**src/hdl/msc_delay.sv**
```systemverilog
// Enabled shift line that keeps side values aligned with the arithmetic units.
`default_nettype none

module msc_delay #(
	parameter int WIDTH = 64,
	parameter int DEPTH = 5
) (
	input  wire logic             clk,
	input  wire logic             ce,
	input  wire logic [WIDTH-1:0] d,
	output logic      [WIDTH-1:0] q
);

	logic [WIDTH-1:0] tap_s [DEPTH];

	always_ff @(posedge clk) begin
		if (ce) begin
			tap_s[0] <= d;
			for (int k = 1; k < DEPTH; k++) begin
				tap_s[k] <= tap_s[k-1];
			end
		end
	end

	assign q = tap_s[DEPTH-1];

endmodule

`default_nettype wire

```
**config.mk**
```make
export PLATFORM = sky130hd
export DESIGN_NAME = msc_delay
export DESIGN_NICKNAME = d
export VERILOG_FILES = /design/src/hdl/msc_delay.sv
export SDC_FILE = /design/constraint.sdc
export NUM_CORES = 1
export LEC_CHECK = 0
export BUFFER_PORTS_ARGS = -buffer_cell sky130_fd_sc_hd__buf_2
export CAP_MARGIN = 20
export CORE_MARGIN = 3
export CORE_UTILIZATION = 56
export DETAILED_ROUTE_END_ITERATION = 10
export GPL_ROUTABILITY_DRIVEN = 0
export PLACE_DENSITY = 0.78
export SETUP_SLACK_MARGIN = 0.5
export SYNTH_ARGS = -nofsm -noshare
export SYNTH_HDL_FRONTEND = slang
export SYNTH_SLANG_ARGS = --single-unit
```
**constraint.sdc**
```tcl
create_clock -name clk -period 0.95 [get_ports clk]
set_clock_uncertainty 0.2 [all_clocks]
set_input_delay 0.0475 -clock clk [delete_from_list [all_inputs] [get_ports clk]]
set_output_delay 0.0475 -clock clk [all_outputs]
set_load 0.03 [all_outputs]
```
==> impl_metrics.env, run 1 <==
export IMPL_status="complete, but fails checks"
export IMPL_violations="negative hold slack, negative setup slack"
export IMPL_path_max_fanout=1
export IMPL_clock_sinks=320
export IMPL_seq_area_frac_synth_pct=95.2
export IMPL_ys_types=2
export IMPL_cp_endpoint="q[61]"
export IMPL_p_switching_mw=5.71
export IMPL_clock_latency_ps=530
export IMPL_io_buffers=129
export IMPL_crit_start="tap_s[0][317]"
export IMPL_drc=0
export IMPL_totalWireLength_um=14500
export IMPL_crit_required_ps=700
export IMPL_dieArea_um2=19700
export IMPL_netlist_top_cells_area="edfxtp_1 (95%), buf_4 (4.8%)"
export IMPL_htree_levels=1
export IMPL_crit_family="flip-flops"
export IMPL_crit_reg2reg_launch="tap_s[0][1]"
export IMPL_sw_frac_of_total_pct=18.6
export IMPL_final_common_cell="edfxtp_1"
export IMPL_antenna_found_initial=2
export IMPL_core_area_um2=17500
export IMPL_p_int_mw=25.0
export IMPL_comb_multi_input_count=0
export IMPL_power_density_nw_per_um2=2340
export IMPL_grt_max_degree=26
export IMPL_cts_max_path_buffers=3
export IMPL_start_kind="flop"
export IMPL_die_h_um=140
export IMPL_critical_path_class="flop to output port"
export IMPL_cpMaxStageDelayCell="edfxtp_1"
export IMPL_ff2ff_path_depth=0
export IMPL_gr_total_overflow=0
export IMPL_synth_area_per_cell_um2=26.3
export IMPL_rsz0062_at_grt="yes"
export IMPL_r2r_slack_ps=80
export IMPL_p_clk_share_pct=39.8
export IMPL_fin_setup_tns_ps=-22980
export IMPL_fin_nets=611
export IMPL_critPathBufInv=1
export IMPL_cts_made_buffers=30
export IMPL_num_vias=3792
export IMPL_p_comb_share_pct=5.2
export IMPL_ys_seq_elements=320
export IMPL_areaGrowthSynthToFinish_pct=30.1
export IMPL_finalCriticalPeriod_ps=1340
export IMPL_grt_pass1_wl_um=21200
export IMPL_cts_root_buf="clkbuf_16"
export IMPL_die_w_um=140
export IMPL_top_register="tap_s"
export IMPL_grt_util_all_layers_pct=13.8
export IMPL_path_depth=1
export IMPL_cp_end_kind="output port"
export IMPL_drv_slew=0
export IMPL_clk_pin_slew_ps=60
export IMPL_grt_pass1_vias=4014
export IMPL_drt_iter0_markers=168
export IMPL_leakage_nw=4.84
export IMPL_wire_per_inst_um=18.2
export IMPL_maxSlewHeadroom_pct=88.8
export IMPL_peakVddDrop_uv=1700
export IMPL_multi_input_area_um2=0
export IMPL_reg_largest_list="tap_s: 320 flops"
export IMPL_power_frac_seq_pct=55.1
export IMPL_fillCellCount=920
export IMPL_hp_class="input pin to flop"
export IMPL_drive_above_1_share_pct=41.4
export IMPL_vias_per_cell=4.78
export IMPL_rows=48
export IMPL_antenna_left=0
export IMPL_worst_slack_ps=-390
export IMPL_worstPathCellList="buf_6"
export IMPL_holdWs_ps=-509
export IMPL_top_level_ports=130
export IMPL_setup_viol=64
export IMPL_hpwlAfterDp_um=8130
export IMPL_syn_num_nets=450
export IMPL_cts_tree="yes"
export IMPL_syn_inst=384
export IMPL_largest_reg_flops=320
export IMPL_yosysWarnings=0
export IMPL_reg2reg_to="tap_s[0][65]"
export IMPL_fmax_ghz=0.746
export IMPL_worstMarginPinSlew_ps=167
export IMPL_yosys_area_top_type="edfxtp_1"
export IMPL_slowest_delay_ps=400
export IMPL_start_util_pct=57.7
export IMPL_firstDrtPassIters=4
export IMPL_worstPathArrival_ps=1090
export IMPL_final_cell_mix="edfxtp_1 (320), buf_6 (79), buf_2 (64)"
export IMPL_synth_top_area_share_pct=95.2
export IMPL_hold_viol=372
export IMPL_drv_cap=0
export IMPL_syn_area_um2=10100
export IMPL_fin_crit_sh_pct=141
kinds of logic (layout without fill, tap and decap cells):
| kind of cell | after synthesis | count (layout) | synth area share, % |
|---|---|---|---|
| other cells | 0 | 1 | 0 |
| flops | 320 | 320 | 95.2 |
| buf+inv | 64 | 247 | 4.76 |
final cells by class:
class	instances	area [µm²]	share of cell area (%)
flip-flops and latches	320	9610	73.2
repair buffers	193	2200	16.8
clock buffers	38	802	6.11
well taps	225	282	2.14
clock inverters	16	226	1.73
diodes	1	2.50	0.0191
worst min path at each step:
stage	start	depth (start not counted)	to
final	d[9]	1	tap_s[0][9]
after global routing	d[59]	1	tap_s[0][59]
after CTS	d[14]	1	tap_s[0][14]
after detailed placement	d[57]	1	tap_s[0][57]
after global placement	d[52]	1	tap_s[0][52]
after floorplan	d[0]	0	tap_s[0][0]
timing repair:
| item | 4_1_cts | 5_1_grt |
|---|---|---|
| gates resized for setup | 150 | 34 |
| gates cloned | 4 | 8 |
| setup buffers | 3 | 9 |
| setup endpoints to repair | 380 | 464 |
| endpoints found under the hold margin | 369 | 384 |
power by group through the flow:
stage	Sequential, mW	Combinational [mW]	Clock, mW
after floorplan	17.1	0.605	0
final	16.9	1.59	12.2
after CTS	16.9	1.38	12.4
after global routing	17.0	1.67	13.2
after global placement	17.1	1.05	0
after detailed placement	17.1	1.08	0
metal layers:
metal | up-vias | track usage, % | share of wire, %
met5 | - | 0 | 0.14
met1 | 1874 | 17.1 | 38
met4 | 2 | 4.28 | 1.7
met2 | 114 | 23.8 | 54
li1 | 1777 | - | -
met3 | 25 | 3.99 | 6.0
through the flow:
step	total power [mW]	instance area, µm²	util (%)	setup WS, ps	cells
final	30.7	13100	75.1	-390	793
after global routing	31.8	13100	75.1	-445	793
after CTS	30.7	12700	72.5	-425	775
after detailed placement	18.2	11000	63.1	-82.2	714
after global placement	18.1	11000	63.1	-68.9	714
after floorplan	17.7	10300	-	161	384
cells in the mapped netlist, drive strengths merged:
cell type and instances:
buf 64, edfxtp 320
(Power assumes the default switching activity.)
==> run 2, diff against run 1 <==
Settings changed: GPL_TIMING_DRIVEN from default to 0.
==> impl_metrics.env, run 2 (synthesis gave the netlist of run 1 again) <==
export IMPL_layout_cells_non_filler=806
export IMPL_grt_max_degree=68
export IMPL_cts_made_buffers=30
export IMPL_totalWireLength_um=13000
export IMPL_largest_reg_flops=320
export IMPL_start_kind="flop"
export IMPL_crit_required_ps=700
export IMPL_cp_end_kind="output port"
export IMPL_worst_slack_ps=-537
export IMPL_num_vias=3751
export IMPL_vias_per_cell=4.65
export IMPL_placed_cell_area_um2=11300
export IMPL_dieArea_um2=19700
export IMPL_maxSlewHeadroom_pct=79.9
export IMPL_dp_cells=740
export IMPL_antenna_left=0
export IMPL_holdPathStages=1
export IMPL_top_level_ports=130
export IMPL_hold_path_startpoint="d[51]"
export IMPL_peakVddDrop_uv=2070
export IMPL_clk_pin_slew_ps=60
export IMPL_crit_reg2reg_launch="tap_s[0][39]"
export IMPL_rsz0062_at_grt="yes"
export IMPL_final_common_cell="edfxtp_1"
export IMPL_rows=48
export IMPL_finalCriticalPeriod_ps=1490
export IMPL_core_area_um2=17500
export IMPL_fmax_ghz=0.672
export IMPL_fin_area_um2=13000
export IMPL_power_density_nw_per_um2=2280
export IMPL_drv_slew=0
export IMPL_firstDrtPassIters=4
export IMPL_n_antenna_cell=0
export IMPL_worstPathArrival_ps=1240
export IMPL_reg2reg_to="tap_s[0][103]"
export IMPL_status="complete, but fails checks"
export IMPL_wire_per_inst_um=16.1
export IMPL_cts_tree="yes"
export IMPL_start_util_pct=57.7
export IMPL_cts_max_path_buffers=3
export IMPL_die_h_um=140
export IMPL_drc=0
export IMPL_ff2ff_path_depth=0
export IMPL_violations="negative hold slack, negative setup slack"
export IMPL_min_to="tap_s[0][51]"
export IMPL_hp_class="input pin to flop"
export IMPL_path_depth=2
export IMPL_grt_pass1_vias=3794
export IMPL_slowest_delay_ps=430
export IMPL_reg_largest_list="tap_s: 320 flops"
export IMPL_setup_viol=64
export IMPL_critical_path_class="flop to output port"
export IMPL_crit_family="flip-flops"
export IMPL_multi_input_area_um2=0
export IMPL_fin_setup_tns_ps=-29780
export IMPL_htree_levels=1
export IMPL_fin_nets=623
export IMPL_holdWs_ps=-522
export IMPL_clock_sinks=320
export IMPL_r2r_slack_ps=80
export IMPL_drt_iter0_markers=224
export IMPL_leakage_nw=4.80
export IMPL_grt_pass1_wl_um=19800
export IMPL_final_cell_mix="edfxtp_1 (320), buf_6 (128), buf_2 (64)"
export IMPL_fin_crit_sh_pct=157
export IMPL_hpwlAfterDp_um=6680
export IMPL_post_cts_repair_setup_buffers=0
export IMPL_utilization_pct=74.2
export IMPL_gr_total_overflow=0
export IMPL_path_max_fanout=1
export IMPL_cts_root_buf="clkbuf_16"
export IMPL_clock_latency_ps=540
export IMPL_worstPathCellList="buf_6 -> buf_6"
export IMPL_cpMaxStageDelayCell="edfxtp_1"
export IMPL_io_buffers=129
export IMPL_critPathBufInv=2
export IMPL_comb_multi_input_count=0
export IMPL_top_register="tap_s"
export IMPL_drv_cap=0
export IMPL_drive_above_1_share_pct=43.2
export IMPL_die_w_um=140
export IMPL_grt_util_all_layers_pct=13.2
export IMPL_cp_common_cell="buf_6"
export IMPL_worstMarginPinSlew_ps=302
export IMPL_hold_viol=384
export IMPL_antenna_found_initial=0
export IMPL_areaGrowthSynthToFinish_pct=28.5
## run 2: area by class of cell
class	count	area, µm²
clock inverter	21	174
tap	225	282
sequential	320	9610
clock buffer	35	769
fill	931	4510
timing repair buffer	141	1410
buffer	64	721
## run 2: through the flow
stage          power (mW)  hold WS [ps]  setup WS (ps)
3_3_place_gp         18.3          24.1          -4430
2_1_floorplan        17.7         -53.6            161
4_1_cts              29.8          -553           -552
3_5_place_dp         18.3          25.6           -949
5_1_grt              30.6          -551           -573
6_report             29.5          -522           -537
## run 2: report_power, final
group | internal (mW) | total, mW | switching, mW
clock network | 6.36 | 11.1 | 4.77
registers | 16.6 | 16.9 | 0.260
logic | 0.781 | 1.53 | 0.748
## run 2: worst max path at each step
stage / slack, ps / from / endpoint
final: -540 / tap_s[0][307] / q[51]
after global routing: -570 / tap_s[0][307] / q[51]
after CTS: -550 / tap_s[0][307] / q[51]
after detailed placement: -950 / ce / tap_s[0][202]
after global placement: -4430 / ce / tap_s[0][148]
after floorplan: 160 / tap_s[0][36] / tap_s[0][100]
## run 2: per-layer routing
layer	vias up	global-route usage, %	share of wire, %
met5	-	0	0
li1	1790	-	-
met3	38	2.80	5.9
met2	124	22.1	50
met1	1799	17.0	40
met4	0	5.51	3.5
## run 2: what timing repair did
action	CTS	global route
setup endpoints to repair	640	385
cloned	10	0
endpoints found under the hold margin	384	384
gates resized for setup	136	1
